File: src/hw/rtl/chr_tile_to_bitmap_converter_macros.svh
// Assertion macros shared by the tile-to-bitmap converter RTL.
`ifndef CHR_TILE_TO_BITMAP_CONVERTER_MACROS_SVH
`define CHR_TILE_TO_BITMAP_CONVERTER_MACROS_SVH

// Same-cycle implication, checked on every clock edge outside reset.
`define CTBC_ASSERT_NOW(label, ante, cons, msg) \
  label: assert property (@(posedge clk) disable iff (rst) (ante) |-> (cons)) else $error(msg);

// Next-cycle implication, checked on every clock edge outside reset.
`define CTBC_ASSERT_NEXT(label, ante, cons, msg) \
  label: assert property (@(posedge clk) disable iff (rst) (ante) |=> (cons)) else $error(msg);

`endif

File: src/hw/rtl/ctbc_pkg.sv
// Shared types and constants for the tile-to-bitmap converter.
package ctbc_pkg;

  localparam int ROW_W = 12;    // address inside one bank of the pattern store
  localparam int BYTE_W = 8;
  localparam int SEL_W = 2;     // which pixel pair inside a plane byte

  localparam logic FUNC_LOAD = 1'b0;
  localparam logic FUNC_READ = 1'b1;

  // Request presented to the pattern store stage.
  typedef struct packed {
    logic              valid;
    logic              load;
    logic              bank;
    logic [ROW_W-1:0]  row;
    logic [BYTE_W-1:0] data;
    logic [SEL_W-1:0]  pair_sel;
    logic              blank;
  } mem_req_t;

  // Plane bytes returned by the pattern store stage for a read beat.
  typedef struct packed {
    logic              valid;
    logic [BYTE_W-1:0] plane0;
    logic [BYTE_W-1:0] plane1;
    logic [SEL_W-1:0]  pair_sel;
    logic              blank;
  } rd_data_t;

endpackage

File: src/hw/rtl/ctbc_out_buf.sv
// Pixel pair assembly, output register and skid register.
`include "chr_tile_to_bitmap_converter_macros.svh"
module ctbc_out_buf
  import ctbc_pkg::*;
(
  input  logic              clk,
  input  logic              rst,
  input  logic              en,
  input  rd_data_t          rd,
  input  logic              out_stall,
  output logic              out_valid,
  output logic [BYTE_W-1:0] pixel_pair,
  output logic              hold
);

  logic [2:0]        li;
  logic [2:0]        ri;
  logic [BYTE_W-1:0] pair;
  logic              skid_valid;
  logic [BYTE_W-1:0] skid_pair;
  logic              new_beat;

  always_comb begin
    li = 3'd7 - {rd.pair_sel, 1'b0};
    ri = li - 3'd1;
    if (rd.blank) begin
      pair = '0;
    end else begin
      pair = {2'b00, rd.plane0[li], rd.plane1[li], 2'b00, rd.plane0[ri], rd.plane1[ri]};
    end
  end

  assign new_beat = en && rd.valid;

  always_ff @(posedge clk) begin
    if (rst) begin
      out_valid <= 1'b0;
      skid_valid <= 1'b0;
    end else if (skid_valid) begin
      if (!out_stall) begin
        skid_valid <= 1'b0;
      end
    end else if (new_beat) begin
      if (out_valid && out_stall) begin
        skid_valid <= 1'b1;
      end else begin
        out_valid <= 1'b1;
      end
    end else if (!out_stall) begin
      out_valid <= 1'b0;
    end
  end

  always_ff @(posedge clk) begin
    if (skid_valid) begin
      if (!out_stall) begin
        pixel_pair <= skid_pair;
      end
    end else if (new_beat) begin
      if (out_valid && out_stall) begin
        skid_pair <= pair;
      end else begin
        pixel_pair <= pair;
      end
    end
  end

  assign hold = skid_valid;

  `CTBC_ASSERT_NOW(a_skid_implies_out, skid_valid, out_valid, "skid full while output empty")
  `CTBC_ASSERT_NEXT(a_skid_fill, new_beat && out_valid && out_stall, skid_valid, "blocked beat not kept in skid")
  `CTBC_ASSERT_NEXT(a_skid_drain, skid_valid && !out_stall, !skid_valid && out_valid, "skid not drained into output")
  `CTBC_ASSERT_NOW(a_pad_bits_zero, out_valid, pixel_pair[7:6] == 2'b00 && pixel_pair[3:2] == 2'b00, "pixel pair pad bits set")

endmodule
File: config.mk
export PLATFORM = sky130hd
export DESIGN_NAME = ctbc_out_buf
export DESIGN_NICKNAME = d
export VERILOG_FILES = /design/src/hw/rtl/ctbc_pkg.sv /design/src/hw/rtl/ctbc_out_buf.sv
export VERILOG_INCLUDE_DIRS = /design/src /design/src/hw/rtl
export SDC_FILE = /design/constraint.sdc
export NUM_CORES = 1
export LEC_CHECK = 0
export ABC_AREA = 1
export CORE_AREA = 8 8 45 47
export DETAILED_ROUTE_END_ITERATION = 6
export DIE_AREA = 0 0 53 55
export DONT_BUFFER_PORTS = 1
export PLACE_DENSITY = 0.67
export SETUP_SLACK_MARGIN = 0.3
export SLEW_MARGIN = 40
export SYNTH_ARGS = -nofsm -noshare
export SYNTH_HDL_FRONTEND = slang
export SYNTH_SLANG_ARGS = --single-unit
File: constraint.sdc
create_clock -name clk -period 1.06 [get_ports clk]
set_input_delay 0.053 -clock clk [delete_from_list [all_inputs] [get_ports clk]]
set_output_delay 0.053 -clock clk [all_outputs]
set_load 0.03 [all_outputs]
# After elaboration in Yosys (flattened, before gate mapping)
# Cells that the tools add are included.
# totals
ff_bits	18
inputBits	24
output_inout_bits	10
wordCells	39
# op_classes
n_addsub	2
magnitude_cmp	2
eq_ne	4
mux	20
n_bitwise	1
reduce_logical	6
# op_table
cell	n
8-bit 2-to-1 mux	4
1-bit binary-select mux with 3-bit select	4
1-bit 2-to-1 mux	11
3-bit AND reduction	3
3-bit by 4-bit less-than comparator with 1-bit output, second input constant	2
6-bit 2-to-1 mux	1
2-bit != test, second input constant	3
3-bit by 1-bit subtractor with 3-bit output, second input constant	1
3-bit subtractor, first input constant	1
1-bit logical AND	2
2-bit by 1-bit != test with 1-bit output, second input constant	1
2-bit nonzero test	1
1-bit NOT	1

# Longest topological paths before layout
# depth
word_depth	8
mapped_depth	7
ltp_nobuf	6

# Least setup slack after synthesis
# OpenSTA, ideal clock, no wires.
# synth_path
path_kind	register to register
start	register skid_valid (netlist: hold)
end	register pixel_pair[0] (enable)
arrival_ns	1.025
t_required_ns	0.717
setup_slack_ns	-0.308
stages_incl_launch_ff	3
path_buffers	0
synth_period_minus_slack_ns	1.368
path_cell_list	dfxtp_1 -> inv_2 -> o22ai_1
# synth_via
elab_chain_cells	2
word_cells_on_any_way	4
cone_classes	eq/ne: 2; reduce/logical: 2
# synth_rtl
item	line	text
start: declaration	ctbc_out_buf.sv:19	logic skid_valid;
start signal: assignment	ctbc_out_buf.sv:38	skid_valid <= 1'b0;
start signal: assignment	ctbc_out_buf.sv:41	skid_valid <= 1'b0;
start signal: assignment	ctbc_out_buf.sv:45	skid_valid <= 1'b1;
2-bit != test (no source line) / 2-bit nonzero test (equally long branches)	n/a	
3-bit AND reduction (no source line) *	n/a	
end signal: assignment	ctbc_out_buf.sv:57	pixel_pair <= skid_pair;
end signal: assignment	ctbc_out_buf.sv:63	pixel_pair <= pair;
end: declaration	ctbc_out_buf.sv:12	output logic [BYTE_W-1:0] pixel_pair,
# Mark *: on every way between the ends. The rest lies on a longest branch, timed or not.
# A chain may end at the register's enable or synchronous reset.

# Worst setup path after layout
# layout_path
start	register out_valid
end	register skid_pair[5] (enable)
# layout_via
elab_chain_cells	2
# layout_rtl
item	line	text
start: declaration	ctbc_out_buf.sv:11	output logic out_valid,
start signal: assignment	ctbc_out_buf.sv:37	out_valid <= 1'b0;
start signal: assignment	ctbc_out_buf.sv:47	out_valid <= 1'b1;
start signal: assignment	ctbc_out_buf.sv:50	out_valid <= 1'b0;
1-bit logical AND	ctbc_out_buf.sv:60	if (out_valid && out_stall) begin
3-bit AND reduction (no source line)	n/a	
end signal: assignment	ctbc_out_buf.sv:61	skid_pair <= pair;
end: declaration	ctbc_out_buf.sv:20	logic [BYTE_W-1:0] skid_pair;
# No other way between the ends.

==> impl_results.md <==
* Port Buf Inserts at 0
* Pin count of the biggest net entering global routing at 10
* GRT Overall Usage at between 10% and 20%
* Nets@finish at 128
* Leak at approximately 0.44 nW
* Chip height at about 55 um
* CP required at approximately 1000 ps
* Routed wire length at approximately 1.6 mm
* # diodes at 0
* Seq/Total Area, Yosys at a little over two fifths
* Final ANT Viol Nets at 0
* Yosys cell types at 15
* PwrDens at 1040 nW/um2
* R2R Path Start: out_valid
* Bufs on Longest Clock Path at 2
* Initial antenna violation count at 0
* Crit path from: out_valid
* DP Cell Count at between 100 and 150
* Die Wd at 53 um
* Layout Skew at 1.05 ps
* Synth Register Bits at 10
* Netlist Area Pre-Place at between 600 and 700 um2
* CTS Buf Count at 3
* Routed vias/inst at between 4 and 5
* Effective utilization at floorplan at 46.3%
* Clock sinks at 10
* Final Critical Period at between 1000 and 1500 ps
* Pre-antenna DRT Iters at 4
* Mean post-synth cell area at a little over 7 um2
* CP Class: flop to flop
* CTS tree: done
* Die area at around 2900 um2
* Pins Over Slew Limit at 0
* Final RePlAce weighted congestion at 0.679
* Final Util at 62.7%
* Root buf cell: clkbuf_4
* Gate Count Post-Synth at 90
* Vias in the first global route at roughly 600
* Max_cap viols at 0
* R2r worst-path depth at 4
* DR DRC count at 0
* Reg-to-Reg End: skid_pair[5]
* Worst setup path endpoint: skid_pair[5]
* Critical Path AT at between 1000 and 1500 ps
* Remaining Overflow, GRT at 0
* Area delta synth->final at 35.5%
* First-pass GRT wire length at 2.57 mm
* DR iter-0 viols at 6
* Core area at between 1000 and 1500 um2
* Highest clock rate at 975 MHz
* CP max FO at 4
* Skew-Pair Late Insertion Delay at about 260 ps
* Worst IR Drop VDD at between 0.0006 and 0.0007 V
* Worst reg2reg setup slack at between 30 and 40 ps
* Critical Path End Type: flop
* Final Hold Viols at 0
* Status: complete, no violations
* Clock-pin slew on the worst setup and hold paths at approximately 70 ps
* Commonest cells after routing, fill and taps aside: nand2_1 (25), inv_1 (15), nand3_1 (8), edfxtp_1 (8)
* Worst hold path class: input port to flop
* RSZ-0062 raised after global routing: yes
* Routed length per instance at 13.7 um
* Final setup vio count at 0
* Layout cell share with drive strength beyond 1 at between 30 and 40%
* Row Count at 14
* Worst setup SP type: flop
* IO Pins at 34
* Fin crit share at 96.8%
* Number of cells on the worst hold path at 1
* Synthesis warning total at 0
* Final cell count without fillers at roughly 120
* Most common cell after layout, fill and taps aside: nand2_1
* Htree depth at 1
* Final HPWL DP at around 1.2 mm
* Vias at between 500 and 600
## where the power goes
part	switching, mW	internal [mW]	leakage (nW)
sequential	0.0214	0.437	0.0924
combinational	0.104	0.0680	0.327
clock	0.138	0.136	0.0154
total	0.263	0.641	0.435
## Yosys cell counts
library cell	n	share of area, %
inv_4	1	0.98
o22ai_1	1	0.98
conb_1	1	0.59
nand4_1	1	0.98
inv_1	17	10
nand3_2	1	1.6
nand3_1	12	9.4
a21oi_1	6	4.7
nand2_1	30	18
edfxtp_1	8	37
dfxtp_1	2	6.3
o21ai_0	1	0.78
buf_4	4	4.7
buf_6	1	1.8
inv_2	4	2.3
## what timing repair did
| action | CTS | global route |
|---|---|---|
| pin swaps | 9 | 8 |
| buffers inserted | 3 | 3 |
| hold endpoints to repair | 6 | 0 |
| endpoints found under the setup margin | 20 | 20 |
| hold buffers | 3 | 0 |
| resized for setup | 10 | 11 |
## state kept, by name (all words and copies together) (netlist names)
register	count
hold	1
out_valid	1
pixel_pair	4
skid_pair	4
## worst max-delay path, stage by stage, from the launching register on
cell,delay (ps)
dfxtp_4,350
nand2_2,50
inv_2,70
nand4_1,140
inv_2,140
## worst min-delay path by stage
stage	end	startpoint	slack, ps
after floorplan	hold	rst	110
after global placement	out_valid	rst	110
after detailed placement	out_valid	rst	120
after CTS	out_valid	rd[19]	6
after global routing	pixel_pair[0]	out_stall	20
final	pixel_pair[0]	out_stall	30
## final cells by class
cell class                      count  area, um2
Clock buffer                        3       22.5
Clock inverter                      1       3.75
Fill cell                         129        515
Inverter                           22       90.1
Multi-Input combinational cell     56        323
Sequential cell                    10        288
Tap cell                           16       20.0
Timing Repair Buffer               11        121
## cells by family (layout without fill, tap and decap cells)
family | count (synthesis) | after routing | synth area share [%]
AO/OA/AOI/OAI | 8 | 8 | 6.45
flip-flops | 10 | 10 | 43.8
other | 1 | 4 | 0.585
AND/OR/NAND/NOR | 44 | 44 | 29.5
buffers and inverters | 27 | 37 | 19.7
## routing by layer
metal,part of all wire [%],up-vias,global-route usage [%],routed length [um]
met5,0,-,0,0
met4,2.5,0,5.17,41
met3,4.7,4,2.67,77
met2,53,24,22.7,868
met1,40,247,11.5,646
li1,-,299,-,-
## per-stage QoR
step	setup slack, ps	hold WS [ps]	power, mW	cell area, um2	setup TNS [ps]
after floorplan	30.8	112	0.594	693	0
after global placement	73.1	115	0.592	687	0
after detailed placement	55.6	116	0.596	687	0
after CTS	61.6	5.66	0.882	803	0
after global routing	-2.28	22.1	0.950	868	-4.49
final	34.3	28.0	0.904	868	0
Note: power is estimated with default switching activity, not from simulation.
