[config.mk]
export PLATFORM = sky130hd
export DESIGN_NAME = ctbc_addr_gen
export DESIGN_NICKNAME = d
export VERILOG_FILES = /design/src/hw/rtl/chr_tile_to_bitmap_converter_macros.svh /design/src/hw/rtl/ctbc_pkg.sv /design/src/hw/rtl/ctbc_addr_gen.sv
export SDC_FILE = /design/constraint.sdc
export NUM_CORES = 1
export LEC_CHECK = 0
export BUFFER_PORTS_ARGS = -buffer_cell sky130_fd_sc_hd__buf_2
export CAP_MARGIN = 10
export CORE_UTILIZATION = 50
export DETAILED_ROUTE_END_ITERATION = 10
export GPL_TIMING_DRIVEN = 0
export MAX_ROUTING_LAYER = met4
export PLACE_DENSITY_LB_ADDON = 0.25
export SLEW_MARGIN = 20
export SYNTH_ARGS = -nofsm -noshare
export SYNTH_HDL_FRONTEND = slang
export SYNTH_SLANG_ARGS = --single-unit
[constraint.sdc]
create_clock -name clk -period 1.55 [get_ports clk]
set_input_delay 0.31 -clock clk [delete_from_list [all_inputs] [get_ports clk]]
set_output_delay 0.31 -clock clk [all_outputs]
set_load 0.01 [all_outputs]
[src/hw/rtl/chr_tile_to_bitmap_converter_macros.svh]
// Assertion macros shared by the tile-to-bitmap converter RTL.
`ifndef CHR_TILE_TO_BITMAP_CONVERTER_MACROS_SVH
`define CHR_TILE_TO_BITMAP_CONVERTER_MACROS_SVH

// Same-cycle implication, checked on every clock edge outside reset.
`define CTBC_ASSERT_NOW(label, ante, cons, msg) \
  label: assert property (@(posedge clk) disable iff (rst) (ante) |-> (cons)) else $error(msg);

// Next-cycle implication, checked on every clock edge outside reset.
`define CTBC_ASSERT_NEXT(label, ante, cons, msg) \
  label: assert property (@(posedge clk) disable iff (rst) (ante) |=> (cons)) else $error(msg);

`endif

[src/hw/rtl/ctbc_pkg.sv]
// Shared types and constants for the tile-to-bitmap converter.
package ctbc_pkg;

  localparam int ROW_W = 12;    // address inside one bank of the pattern store
  localparam int BYTE_W = 8;
  localparam int SEL_W = 2;     // which pixel pair inside a plane byte

  localparam logic FUNC_LOAD = 1'b0;
  localparam logic FUNC_READ = 1'b1;

  // Request presented to the pattern store stage.
  typedef struct packed {
    logic              valid;
    logic              load;
    logic              bank;
    logic [ROW_W-1:0]  row;
    logic [BYTE_W-1:0] data;
    logic [SEL_W-1:0]  pair_sel;
    logic              blank;
  } mem_req_t;

  // Plane bytes returned by the pattern store stage for a read beat.
  typedef struct packed {
    logic              valid;
    logic [BYTE_W-1:0] plane0;
    logic [BYTE_W-1:0] plane1;
    logic [SEL_W-1:0]  pair_sel;
    logic              blank;
  } rd_data_t;

endpackage

[src/hw/rtl/ctbc_addr_gen.sv]
// Four-stage address pipeline: bitmap byte index to pattern store row.
module ctbc_addr_gen
  import ctbc_pkg::*;
#(
  parameter int LINE_TILES = 16
) (
  input  logic         clk,
  input  logic         rst,
  input  logic         en,
  input  logic         in_valid,
  input  logic         func,
  input  logic [12:0]  src_addr,
  input  logic [7:0]   src_byte,
  input  logic [13:0]  out_index,
  output mem_req_t     req
);

  localparam int IDX_W = 14;
  localparam int LINE_BYTES = LINE_TILES * 4;
  localparam int TABLE_LINES = 8 * (256 / LINE_TILES);
  localparam int TOTAL_LINES = 2 * TABLE_LINES;
  localparam int DIV_SHIFT = 14;
  localparam int RECIP = (1 << DIV_SHIFT) / LINE_BYTES;
  localparam int LINE_W = IDX_W - 3;
  localparam int LB_W = $clog2(LINE_BYTES);
  localparam int R_W = 10;
  localparam int PROD_W = 2 * IDX_W;

  // Load fields ride along with the read fields through every stage.
  logic              v1, v2, v3, v4;
  logic              ld1, ld2, ld3, ld4;
  logic [12:0]       sa1, sa2, sa3;
  logic [7:0]        sb1, sb2, sb3, sb4;

  // Stage 1: estimated line number.
  logic [PROD_W-1:0] prod;
  logic [IDX_W-1:0]  o1;
  logic [LINE_W-1:0] qest;

  // Stage 2: exact line and byte position within the line.
  logic [IDX_W-1:0]  qd;
  logic [IDX_W-1:0]  rem_full;
  logic [LB_W:0]     rem;
  logic [LINE_W-1:0] line_next;
  logic [LB_W-1:0]   in_line_next;
  logic [LINE_W-1:0] line;
  logic [LB_W-1:0]   in_line2;

  // Stage 3: table and row inside the table.
  logic [LINE_W-1:0] y;
  logic              past_next;
  logic              table_next;
  logic [R_W-1:0]    r_next;
  logic              past3;
  logic              tbl3;
  logic [R_W-1:0]    r3;
  logic [LB_W-1:0]   in_line3;

  // Stage 4: store row.
  logic [IDX_W-1:0]  tile_sum;
  logic [ROW_W-1:0]  row4;
  logic              bank4;
  logic [SEL_W-1:0]  sel4;
  logic              blank4;

  assign prod = PROD_W'(out_index) * PROD_W'(RECIP);

  always_comb begin
    qd = IDX_W'(qest) * IDX_W'(LINE_BYTES);
    rem_full = o1 - qd;
    rem = rem_full[LB_W:0];
    if (rem >= (LB_W + 1)'(LINE_BYTES)) begin
      line_next = qest + LINE_W'(1);
      in_line_next = LB_W'(rem - (LB_W + 1)'(LINE_BYTES));
    end else begin
      line_next = qest;
      in_line_next = rem[LB_W-1:0];
    end
  end

  always_comb begin
    past_next = ({1'b0, line} >= (LINE_W + 1)'(TOTAL_LINES));
    y = LINE_W'(TOTAL_LINES - 1) - line;
    table_next = (y >= LINE_W'(TABLE_LINES));
    if (table_next) begin
      r_next = R_W'(y - LINE_W'(TABLE_LINES));
    end else begin
      r_next = R_W'(y);
    end
  end

  assign tile_sum = IDX_W'(in_line3 >> 2) + IDX_W'(r3[R_W-1:3]) * IDX_W'(LINE_TILES);

  always_ff @(posedge clk) begin
    if (rst) begin
      v1 <= 1'b0;
      v2 <= 1'b0;
      v3 <= 1'b0;
      v4 <= 1'b0;
    end else if (en) begin
      v1 <= in_valid;
      v2 <= v1;
      v3 <= v2;
      v4 <= v3;
    end
  end

  always_ff @(posedge clk) begin
    if (en) begin
      ld1 <= (func == FUNC_LOAD);
      sa1 <= src_addr;
      sb1 <= src_byte;
      o1 <= out_index;
      qest <= prod[DIV_SHIFT+LINE_W-1:DIV_SHIFT];

      ld2 <= ld1;
      sa2 <= sa1;
      sb2 <= sb1;
      line <= line_next;
      in_line2 <= in_line_next;

      ld3 <= ld2;
      sa3 <= sa2;
      sb3 <= sb2;
      past3 <= past_next;
      tbl3 <= table_next;
      r3 <= r_next;
      in_line3 <= in_line2;

      // A plane-0 byte always has address bit 3 clear, its plane-1 partner set.
      ld4 <= ld3;
      sb4 <= sb3;
      sel4 <= in_line3[1:0];
      blank4 <= past3;
      if (ld3) begin
        row4 <= {sa3[12:4], sa3[2:0]};
        bank4 <= sa3[3];
      end else begin
        row4 <= {tbl3, tile_sum[7:0], r3[2:0]};
        bank4 <= 1'b0;
      end
    end
  end

  assign req.valid = v4;
  assign req.load = ld4;
  assign req.bank = bank4;
  assign req.row = row4;
  assign req.data = sb4;
  assign req.pair_sel = sel4;
  assign req.blank = blank4;

endmodule

Word level (Yosys, flattened, before mapping) --
Cells that the tools add are included.
Cells by class: add/sub/neg operators 6, $lt $le $gt $ge 3, multiplexer cells 4, bitwise operators 1
Operators by type and width (number):
- $mux 12 | 1
- $ge 11x8->1 const B | 1
- $sub 8x9->10 const A | 1
- $add 8x1->9 const B | 1
- $ge 9x9->1 const B | 1
- $add 4x8->8 | 1
- $mux 8 | 1
- $ge 7x7->1 const B | 1
- $mux 7 | 1
- $sub 7x1->7 const B | 1
- $sub 7x7->7 | 1
- $mux 6 | 1
- $sub 6x1->6 const B | 1
- $not 1->1 | 1
Storage, ports and cells: register bits 140, input port bits 40, output and inout port bits 26, logic and storage cells 42

Longest topological paths before layout --
Gate-level depths: netlist (run 1).
depth after elaboration 3, depth in mapped cells 3, gate-level depth less buffers 2

Worst setup path after synthesis (run 1) --
OpenSTA, ideal clock, no wires.
kind register -> register, from register ld3, to register row4[11] (data pin), library setup time 0.260 ns, arrival 0.896 ns, slack 0.394 ns, cell stages (with the launch flop) 3, buffers on the path 1, clock period less this slack 1.156 ns, cell sequence edfxtp_1 -> buf_6 -> mux2_4
Between the ends: cells in the longest elaborated chain, start to end 1
Ends and longest elaborated chain:
- start: declaration | line ctbc_addr_gen.sv:31 | logic ld1, ld2, ld3, ld4;
- start signal: assignment | line ctbc_addr_gen.sv:122 | ld3 <= ld2;
- $mux 12 | line ctbc_addr_gen.sv:135 | if (ld3) begin
- end signal: assignment | line ctbc_addr_gen.sv:136 | row4 <= {sa3[12:4], sa3[2:0]};
- end signal: assignment | line ctbc_addr_gen.sv:139 | row4 <= {tbl3, tile_sum[7:0], r3[2:0]};
- end: declaration | line ctbc_addr_gen.sv:61 | logic [ROW_W-1:0] row4;
No other way between the ends. A chain may end at the register's enable or synchronous reset.

Worst setup path in the final report (run 1) --
from register blank4, to output port req[0] in the netlist's numbering
RTL lines:
- start: declaration | line ctbc_addr_gen.sv:64 | logic blank4;
- start signal: assignment | line ctbc_addr_gen.sv:134 | blank4 <= past3;
- end: declaration | line ctbc_addr_gen.sv:15 | output mem_req_t req
No word-level cell between the ends.

==> results of run 1 <==
## final timing paths
| check | start | endpoint | slack (ps) | cells after the start |
|---|---|---|---|---|
| max | blank4 | req[0] | 120 | 2 |
| min reg2reg | sa1[5] | sa2[5] | 410 | 0 |
| max reg2reg | ld3 | row4[5] | 320 | 2 |
| min | func | ld1 | 60 | 2 |
## power groups by stage
stage | Clock (mW) | Sequential, mW | Combinational (mW)
final | 3.74 | 4.45 | 0.335
after CTS | 3.83 | 4.45 | 0.336
after floorplan | 0 | 4.53 | 0.0726
after global routing | 3.98 | 4.47 | 0.367
after global placement | 0 | 4.53 | 0.249
after detailed placement | 0 | 4.53 | 0.265
## critical path, delay by kind of cell, from the launching register on
family,cells,cell delay [ps]
DFF,1,350
buffers and inverters,2,270
## cell usage in the layout (no fill, tap or decap), types with 3 or more instances in the layout
master / Yosys / routed
sky130_fd_sc_hd__mux2i_1: 4 / 4
sky130_fd_sc_hd__mux2_4: 9 / 9
sky130_fd_sc_hd__inv_1: 9 / 9
sky130_fd_sc_hd__mux2_2: 3 / 3
sky130_fd_sc_hd__dfxtp_1: 4 / 4
sky130_fd_sc_hd__nor2_1: 4 / 4
sky130_fd_sc_hd__clkbuf_16: 0 / 16
sky130_fd_sc_hd__buf_2: 0 / 64
sky130_fd_sc_hd__edfxtp_1: 134 / 134
sky130_fd_sc_hd__inv_6: 0 / 3
sky130_fd_sc_hd__buf_4: 4 / 4
sky130_fd_sc_hd__clkinvlp_4: 0 / 5
sky130_fd_sc_hd__dlygate4sd3_1: 0 / 36
## flip-flops by register name (all words and copies together), names as in the netlist, 2 cells and up
name and flops:
in_line3 6, sb3 8, sa1 13, sa2 13, line 8, qest 8, row4 12, sb1 8
sb4 8, r3 7, sel4 2, o1 6, sb2 8, sa3 13, in_line2 6
## layer usage
layer,vias to the layer above,global-route usage
li1,912,-
met3,5,0.05608
met5,-,-
met4,0,0.08955
met2,51,0.2163
met1,907,0.1442
## layout make-up
cell class                 instances  share of cell area
inverter                           9            0.005790
clock buffer                      18             0.07163
sequential                       138              0.7034
tap                              105             0.02252
buffer                             6            0.007935
clock inverter                    13             0.02509
timing repair buffer             102              0.1233
multi-input combinational         22             0.04032
## metrics by stage
| step | cell area [um2] | setup WS (ps) | util | total power [mW] |
|---|---|---|---|---|
| after floorplan | 4419 | 393.6 | - | 4.605 |
| after global placement | 4876 | -1594 | 0.5817 | 4.775 |
| after detailed placement | 4910 | -228.3 | 0.5858 | 4.794 |
| after CTS | 5834 | 90.81 | 0.6961 | 8.618 |
| after global routing | 5834 | 37.47 | 0.6961 | 8.818 |
| final | 5834 | 124.2 | 0.6961 | 8.521 |
## cell families (layout without fill, tap and decap cells)
family | after synthesis | in the layout | synth area share
other | 1 | 1 | 0.0008486
and+or+nand+nor | 5 | 5 | 0.005096
buffers and inverters | 15 | 148 | 0.01812
DFF | 138 | 138 | 0.9287
muxes | 16 | 16 | 0.04728
==> reports/metrics.json, run 1 <==
{
  "num_antenna_cells": {"value": 0},
  "initial_antenna_violation_count": {"value": 0},
  "tritoncts": {"value": "built"},
  "crit_path_start_kind": {"value": "flip-flop"},
  "yosys.cell_count.top_type": {"value": "sky130_fd_sc_hd__edfxtp_1"},
  "port_buffers": {"value": 65},
  "dp_cells": {"value": 346},
  "synth_ff_type": {"value": "sky130_fd_sc_hd__edfxtp_1"},
  "num_vias": {"value": 1875},
  "remaining_antenna_violation_count": {"value": 0},
  "nNetsFinal": {"value": 336},
  "switching_share": {"value": 0.1946},
  "dieHeight": {"value": 96.02, "unit": "um"},
  "finClkSkew": {"value": 7.442, "unit": "ps"},
  "clk_path_buf_depth": {"value": 2},
  "maxCapViolCount": {"value": 0},
  "syn_to_final_growth": {"value": 32.02, "unit": "%"},
  "drc": {"value": 0},
  "clock_power_share": {"value": 0.439},
  "regArea": {"value": 4104, "unit": "um2"},
  "ir_worst_vdd": {"value": 0.0009132, "unit": "V"},
  "ctsResizeCount": {"value": 0},
  "layoutNonFillerInstCount": {"value": 413},
  "place.detailed.hpwl": {"value": 2.822, "unit": "mm"},
  "worst-path-max-fanout": {"value": 1},
  "drt_first_iter_violations": {"value": 78},
  "layout.filler_cells": {"value": 543},
  "core.rowCount": {"value": 33},
  "syn_area_cell": {"value": 25.25, "unit": "um2"},
  "htreeDepth": {"value": 4},
  "end_kind": {"value": "output pin"},
  "fraction_of_post_synthesis_cell_area_in_the_top_cell_type_by_area": {"value": 0.9105},
  "routedLengthMet1": {"value": 2.278, "unit": "mm"},
  "ctsHoldBuffers": {"value": 36},
  "total_switching_power": {"value": 1.658, "unit": "mW"},
  "first_pass_grt_wire_length": {"value": 8.321, "unit": "mm"},
  "clock-root-buffer": {"value": "sky130_fd_sc_hd__clkbuf_8"},
  "ys_ff_latch": {"value": 138},
  "cts.repair_timing.setup_buffer_count": {"value": 0},
  "synth_warnings": {"value": 0},
  "highest_cell_delay_on_the_worst_timing_path": {"value": 350, "unit": "ps"},
  "final-hold-violation-count": {"value": 0},
  "p_int": {"value": 6.863, "unit": "mW"},
  "detailedRoute.firstPassIterationCount": {"value": 6},
  "sequential_power_share": {"value": 0.522},
  "crit_path_cell_trace": {"value": "buf_4 > buf_2"},
  "detailroute.wirelength.met3": {"value": 260, "unit": "um"},
  "grt_pass1_vias": {"value": 1816},
  "layout-drive-gt1-share": {"value": 0.3734},
  "clock_pin_slew_worst_setup_and_hold_paths": {"value": 60, "unit": "ps"},
  "routed_wire_length": {"value": 5.539, "unit": "mm"},
  "synth_top_cells_by_area": {"value": "sky130_fd_sc_hd__edfxtp_1 (91%), sky130_fd_sc_hd__mux2_4 (3.1%), sky130_fd_sc_hd__dfxtp_1 (1.8%)"},
  "met2RoutedLength": {"value": 2.940, "unit": "mm"},
  "grt_usage": {"value": 0.1382},
  "largest_net_degree_at_the_start_of_global_routing": {"value": 82},
  "min_period_over_period": {"value": 0.9199},
  "layout_min_cycle_time": {"value": 1426, "unit": "ps"},
  "start_util": {"value": 0.5272},
  "route.detailed.wl_per_inst": {"value": 13.41, "unit": "um"},
  "synth-edff-count": {"value": 134},
  "cts_inserted_buffers": {"value": 17},
  "yosysUniqueCellTypes": {"value": 12},
  "synthCells": {"value": 175},
  "die-width": {"value": 96.02, "unit": "um"},
  "critical_path.slowest_cell": {"value": "sky130_fd_sc_hd__edfxtp_1"},
  "multi_input_area": {"value": 235.2, "unit": "um2"},
  "run_status": {"value": "finished, final reports clean"},
  "global_placement_routability_congestion": {"value": 0.6071},
  "worstPathRequired": {"value": 1240, "unit": "ps"},
  "report.final.setup_viol": {"value": 0},
  "whs": {"value": 55.23, "unit": "ps"},
  "synth-seq-area-share": {"value": 0.9287},
  "fmax": {"value": 701.4, "unit": "MHz"},
  "pin_count": {"value": 66},
  "tns": {"value": 0, "unit": "ps"},
  "critPathArrivalTime": {"value": 1120, "unit": "ps"},
  "synth_top_cells_by_count": {"value": "sky130_fd_sc_hd__edfxtp_1 (134), sky130_fd_sc_hd__inv_1 (9), sky130_fd_sc_hd__mux2_4 (9)"},
  "comb_power_share": {"value": 0.039},
  "p_leak": {"value": 2.228, "unit": "nW"},
  "die_area": {"value": 9219, "unit": "um2"},
  "syn-cell-area": {"value": 4419, "unit": "um2"},
  "floorplan.core_area": {"value": 8382, "unit": "um2"},
  "post_drt_via_cell_ratio": {"value": 4.540},
  "hold_class": {"value": "primary input to flip-flop"},
  "synth_fp_nets": {"value": 215},
  "globalRoute.totalOverflow": {"value": 0},
  "critical_path_class": {"value": "flip-flop to output pin"},
  "rsz_0062_raised_after_global_routing": {"value": "no"},
  "final_max_slew_viol_count": {"value": 0},
  "power.density_cell_area": {"value": 1461, "unit": "nW/um2"},
  "synthDominantAreaCellType": {"value": "sky130_fd_sc_hd__edfxtp_1"},
  "clock_sinks": {"value": 138},
  "insertion_delay": {"value": 490, "unit": "ps"},
  "topRoutingLayerUsed": {"value": "met4"},
  "synth_async_sr_flop_share": {"value": 0}
}
(Power assumes the default switching activity.)
==> inputs of run 2 (changes only) <==
==> constraint.sdc (replaced) <==
create_clock -name clk -period 1.55 [get_ports clk]
set_input_delay 0 -clock clk [delete_from_list [all_inputs] [get_ports clk]]
set_output_delay 0 -clock clk [all_outputs]
set_load 0.01 [all_outputs]
==> reports/metrics.json, run 2 (synthesis results as in run 1) <==
{
  "run_status": {"value": "finished, final reports clean"},
  "drt_first_iter_violations": {"value": 68, "change": "-13%"},
  "cts.repair_timing.setup_buffer_count": {"value": 0, "change": "unchanged"},
  "rsz_0062_raised_after_global_routing": {"value": "no"},
  "port_buffers": {"value": 65, "change": "unchanged"},
  "ir_worst_vdd": {"value": 0.0009046, "unit": "V", "change": "-0.93%"},
  "first_pass_grt_wire_length": {"value": 8.252, "unit": "mm", "change": "-0.83%"},
  "worstPathRequired": {"value": 1940, "unit": "ps", "change": "+700 ps"},
  "p_leak": {"value": 2.241, "unit": "nW", "change": "+0.62%"},
  "syn_to_final_growth": {"value": 32.79, "unit": "%"},
  "cts_inserted_buffers": {"value": 17, "change": "unchanged"},
  "tns": {"value": 0, "unit": "ps", "change": "unchanged"},
  "place.detailed.hpwl": {"value": 2.822, "unit": "mm", "change": "unchanged"},
  "clock_sinks": {"value": 138, "change": "unchanged"},
  "final_cell_mix": {"value": "sky130_fd_sc_hd__edfxtp_1 (134), sky130_fd_sc_hd__buf_2 (64), sky130_fd_sc_hd__dlygate4sd3_1 (39), sky130_fd_sc_hd__clkbuf_16 (16)"},
  "core.rowCount": {"value": 33, "change": "unchanged"},
  "die_area": {"value": 9219, "unit": "um2", "change": "unchanged"},
  "power.density_cell_area": {"value": 1452, "unit": "nW/um2", "change": "-0.55%"},
  "startpoint": {"value": "en"},
  "grt_usage": {"value": 0.1379, "change": "-0.0003098"},
  "remaining_antenna_violation_count": {"value": 0, "change": "unchanged"},
  "drc": {"value": 0, "change": "unchanged"},
  "highest_cell_delay_on_the_worst_timing_path": {"value": 560, "unit": "ps", "change": "+210 ps"},
  "htreeDepth": {"value": 4, "change": "unchanged"},
  "layout.filler_cells": {"value": 537, "change": "-1.1%"},
  "post_drt_via_cell_ratio": {"value": 4.543, "change": "about the same"},
  "hold_class": {"value": "primary input to flip-flop"},
  "maxCapViolCount": {"value": 0, "change": "unchanged"},
  "nNetsFinal": {"value": 339, "change": "+0.89%"},
  "critical_path_class": {"value": "primary input to flip-flop"},
  "final_util": {"value": 0.7001, "change": "+0.004030"},
  "globalRoute.totalOverflow": {"value": 0, "change": "unchanged"},
  "r2r_setup_slack": {"value": 320, "unit": "ps", "change": "about the same"},
  "dp_slack": {"value": 81.65, "unit": "ps", "change": "+310.0 ps"},
  "route.detailed.wl_per_inst": {"value": 13.15, "unit": "um", "change": "-1.9%"},
  "critPathArrivalTime": {"value": 1810, "unit": "ps", "change": "+690 ps"},
  "fmax": {"value": 703.1, "unit": "MHz", "change": "+0.25%"},
  "hold_start": {"value": "src_addr[9]"},
  "grt_pass1_vias": {"value": 1791, "change": "-1.4%"},
  "routed_wire_length": {"value": 5.471, "unit": "mm", "change": "-1.2%"},
  "final_max_slew_viol_count": {"value": 0, "change": "unchanged"},
  "reg.largest.list": {"value": "sa1: 13 flops, sa2: 13 flops, sa3: 13 flops"},
  "floorplan.core_area": {"value": 8382, "unit": "um2", "change": "unchanged"},
  "critical_path.reg2reg.startpoint": {"value": "ld3"},
  "start_util": {"value": 0.5272, "change": "unchanged"},
  "num_vias": {"value": 1890, "change": "+0.80%"},
  "dp_cells": {"value": 346, "change": "unchanged"},
  "clock_pin_slew_worst_setup_and_hold_paths": {"value": 60, "unit": "ps", "change": "about the same"},
  "crit_path_cell_trace": {"value": "dlygate4sd3_1 > buf_8 > buf_16 > clkbuf_2 > mux2i_1 > nor2_1"},
  "clk_path_buf_depth": {"value": 2, "change": "unchanged"},
  "layout-drive-gt1-share": {"value": 0.3698, "change": "-0.003602"},
  "initial_antenna_violation_count": {"value": 0, "change": "unchanged"},
  "layout_min_cycle_time": {"value": 1422, "unit": "ps", "change": "-3.612 ps"},
  "layoutNonFillerInstCount": {"value": 416, "change": "+0.73%"},
  "num_antenna_cells": {"value": 0, "change": "unchanged"},
  "tritoncts": {"value": "built"},
  "clock-root-buffer": {"value": "sky130_fd_sc_hd__clkbuf_8"},
  "min_period_over_period": {"value": 0.9175, "change": "-0.002330"},
  "die-width": {"value": 96.02, "unit": "um", "change": "unchanged"},
  "insertion_delay": {"value": 500, "unit": "ps", "change": "about the same"},
  "crit_path_start_kind": {"value": "primary input"},
  "report.final.setup_viol": {"value": 0, "change": "unchanged"},
  "global_placement_routability_congestion": {"value": 0.6071, "change": "unchanged"},
  "final_critical_path_setup_slack": {"value": 127.8, "unit": "ps", "change": "+3.612 ps"},
  "end_kind": {"value": "flip-flop"},
  "pin_count": {"value": 66, "change": "unchanged"},
  "dieHeight": {"value": 96.02, "unit": "um", "change": "unchanged"},
  "largest_net_degree_at_the_start_of_global_routing": {"value": 82, "change": "unchanged"},
  "finClkSkew": {"value": 5.725, "unit": "ps", "change": "-1.718 ps"},
  "mostFrequentLayoutCell": {"value": "sky130_fd_sc_hd__edfxtp_1"},
  "detailedRoute.firstPassIterationCount": {"value": 4, "change": "-2"},
  "critical_path.slowest_cell": {"value": "sky130_fd_sc_hd__dlygate4sd3_1"},
  "final-hold-violation-count": {"value": 0, "change": "unchanged"},
  "worst-path-max-fanout": {"value": 81, "change": "+80"}
}
[run 2: changes by cell type in the layout (fill, tap and decap cells not counted)]
cell / before / now
sky130_fd_sc_hd__dlygate4sd3_1: 36 / 39
sky130_fd_sc_hd__buf_8: 0 / 1
sky130_fd_sc_hd__buf_6: 2 / 1
[run 2: layout make-up]
type | instances | area (um2) | area share
Buffer | 6 | 46.29 | 0.007889
Tap cell | 105 | 131.4 | 0.02239
Inverter | 9 | 33.78 | 0.005757
Clock buffer | 18 | 417.9 | 0.07122
Clock inverter | 13 | 146.4 | 0.02495
Multi-Input combinational cell | 22 | 235.2 | 0.04009
Timing Repair Buffer | 105 | 753.2 | 0.1284
Sequential cell | 138 | 4104 | 0.6994
[run 2: per-stage QoR]
| stage | power [mW] | hold WS [ps] | area [um2] |
|---|---|---|---|
| 2_1_floorplan | 4.605 | 72.38 | 4419 |
| 3_3_place_gp | 4.775 | 176.6 | 4876 |
| 3_5_place_dp | 4.794 | 178.1 | 4910 |
| 4_1_cts | 8.624 | 171.5 | 5864 |
| 5_1_grt | 8.827 | 179.8 | 5868 |
| 6_report | 8.523 | 208.1 | 5868 |
[run 2: final timing paths]
| path | endpoint | depth (start not counted) |
|---|---|---|
| setup reg to reg | row4[5] | 2 |
| hold reg to reg | sb4[6] | 0 |
| hold / removal | sa1[9] | 2 |
| setup / recovery | v3 | 6 |
[run 2: where the power goes]
part,switching [mW],internal [mW],leakage [nW]
clock,1.44,2.29,0.260
sequential,0.0581,4.39,1.34
combinational,0.154,0.187,0.637
[run 2: layer usage]
metal	track usage	routed length [um]	vias up
li1	-	-	918
met1	0.1427	2266	915
met2	0.2169	2887	48
met3	0.05608	229	9
met4	0.08955	87	0
met5	-	0	-
[run 2: worst max-delay path, delay by kind of cell]
family	cells	cell delay [ps]
buffers and inverters	4	1510
multiplexers	1	200
AND/OR/NAND/NOR	1	70
[run 2: repair_timing]
| action | in CTS | in global routing |
|---|---|---|
| resized for setup | 0 | 2 |
| endpoints found under the setup margin | 0 | 3 |
| hold buffers | 39 | 0 |
| hold endpoints to repair | 94 | 0 |
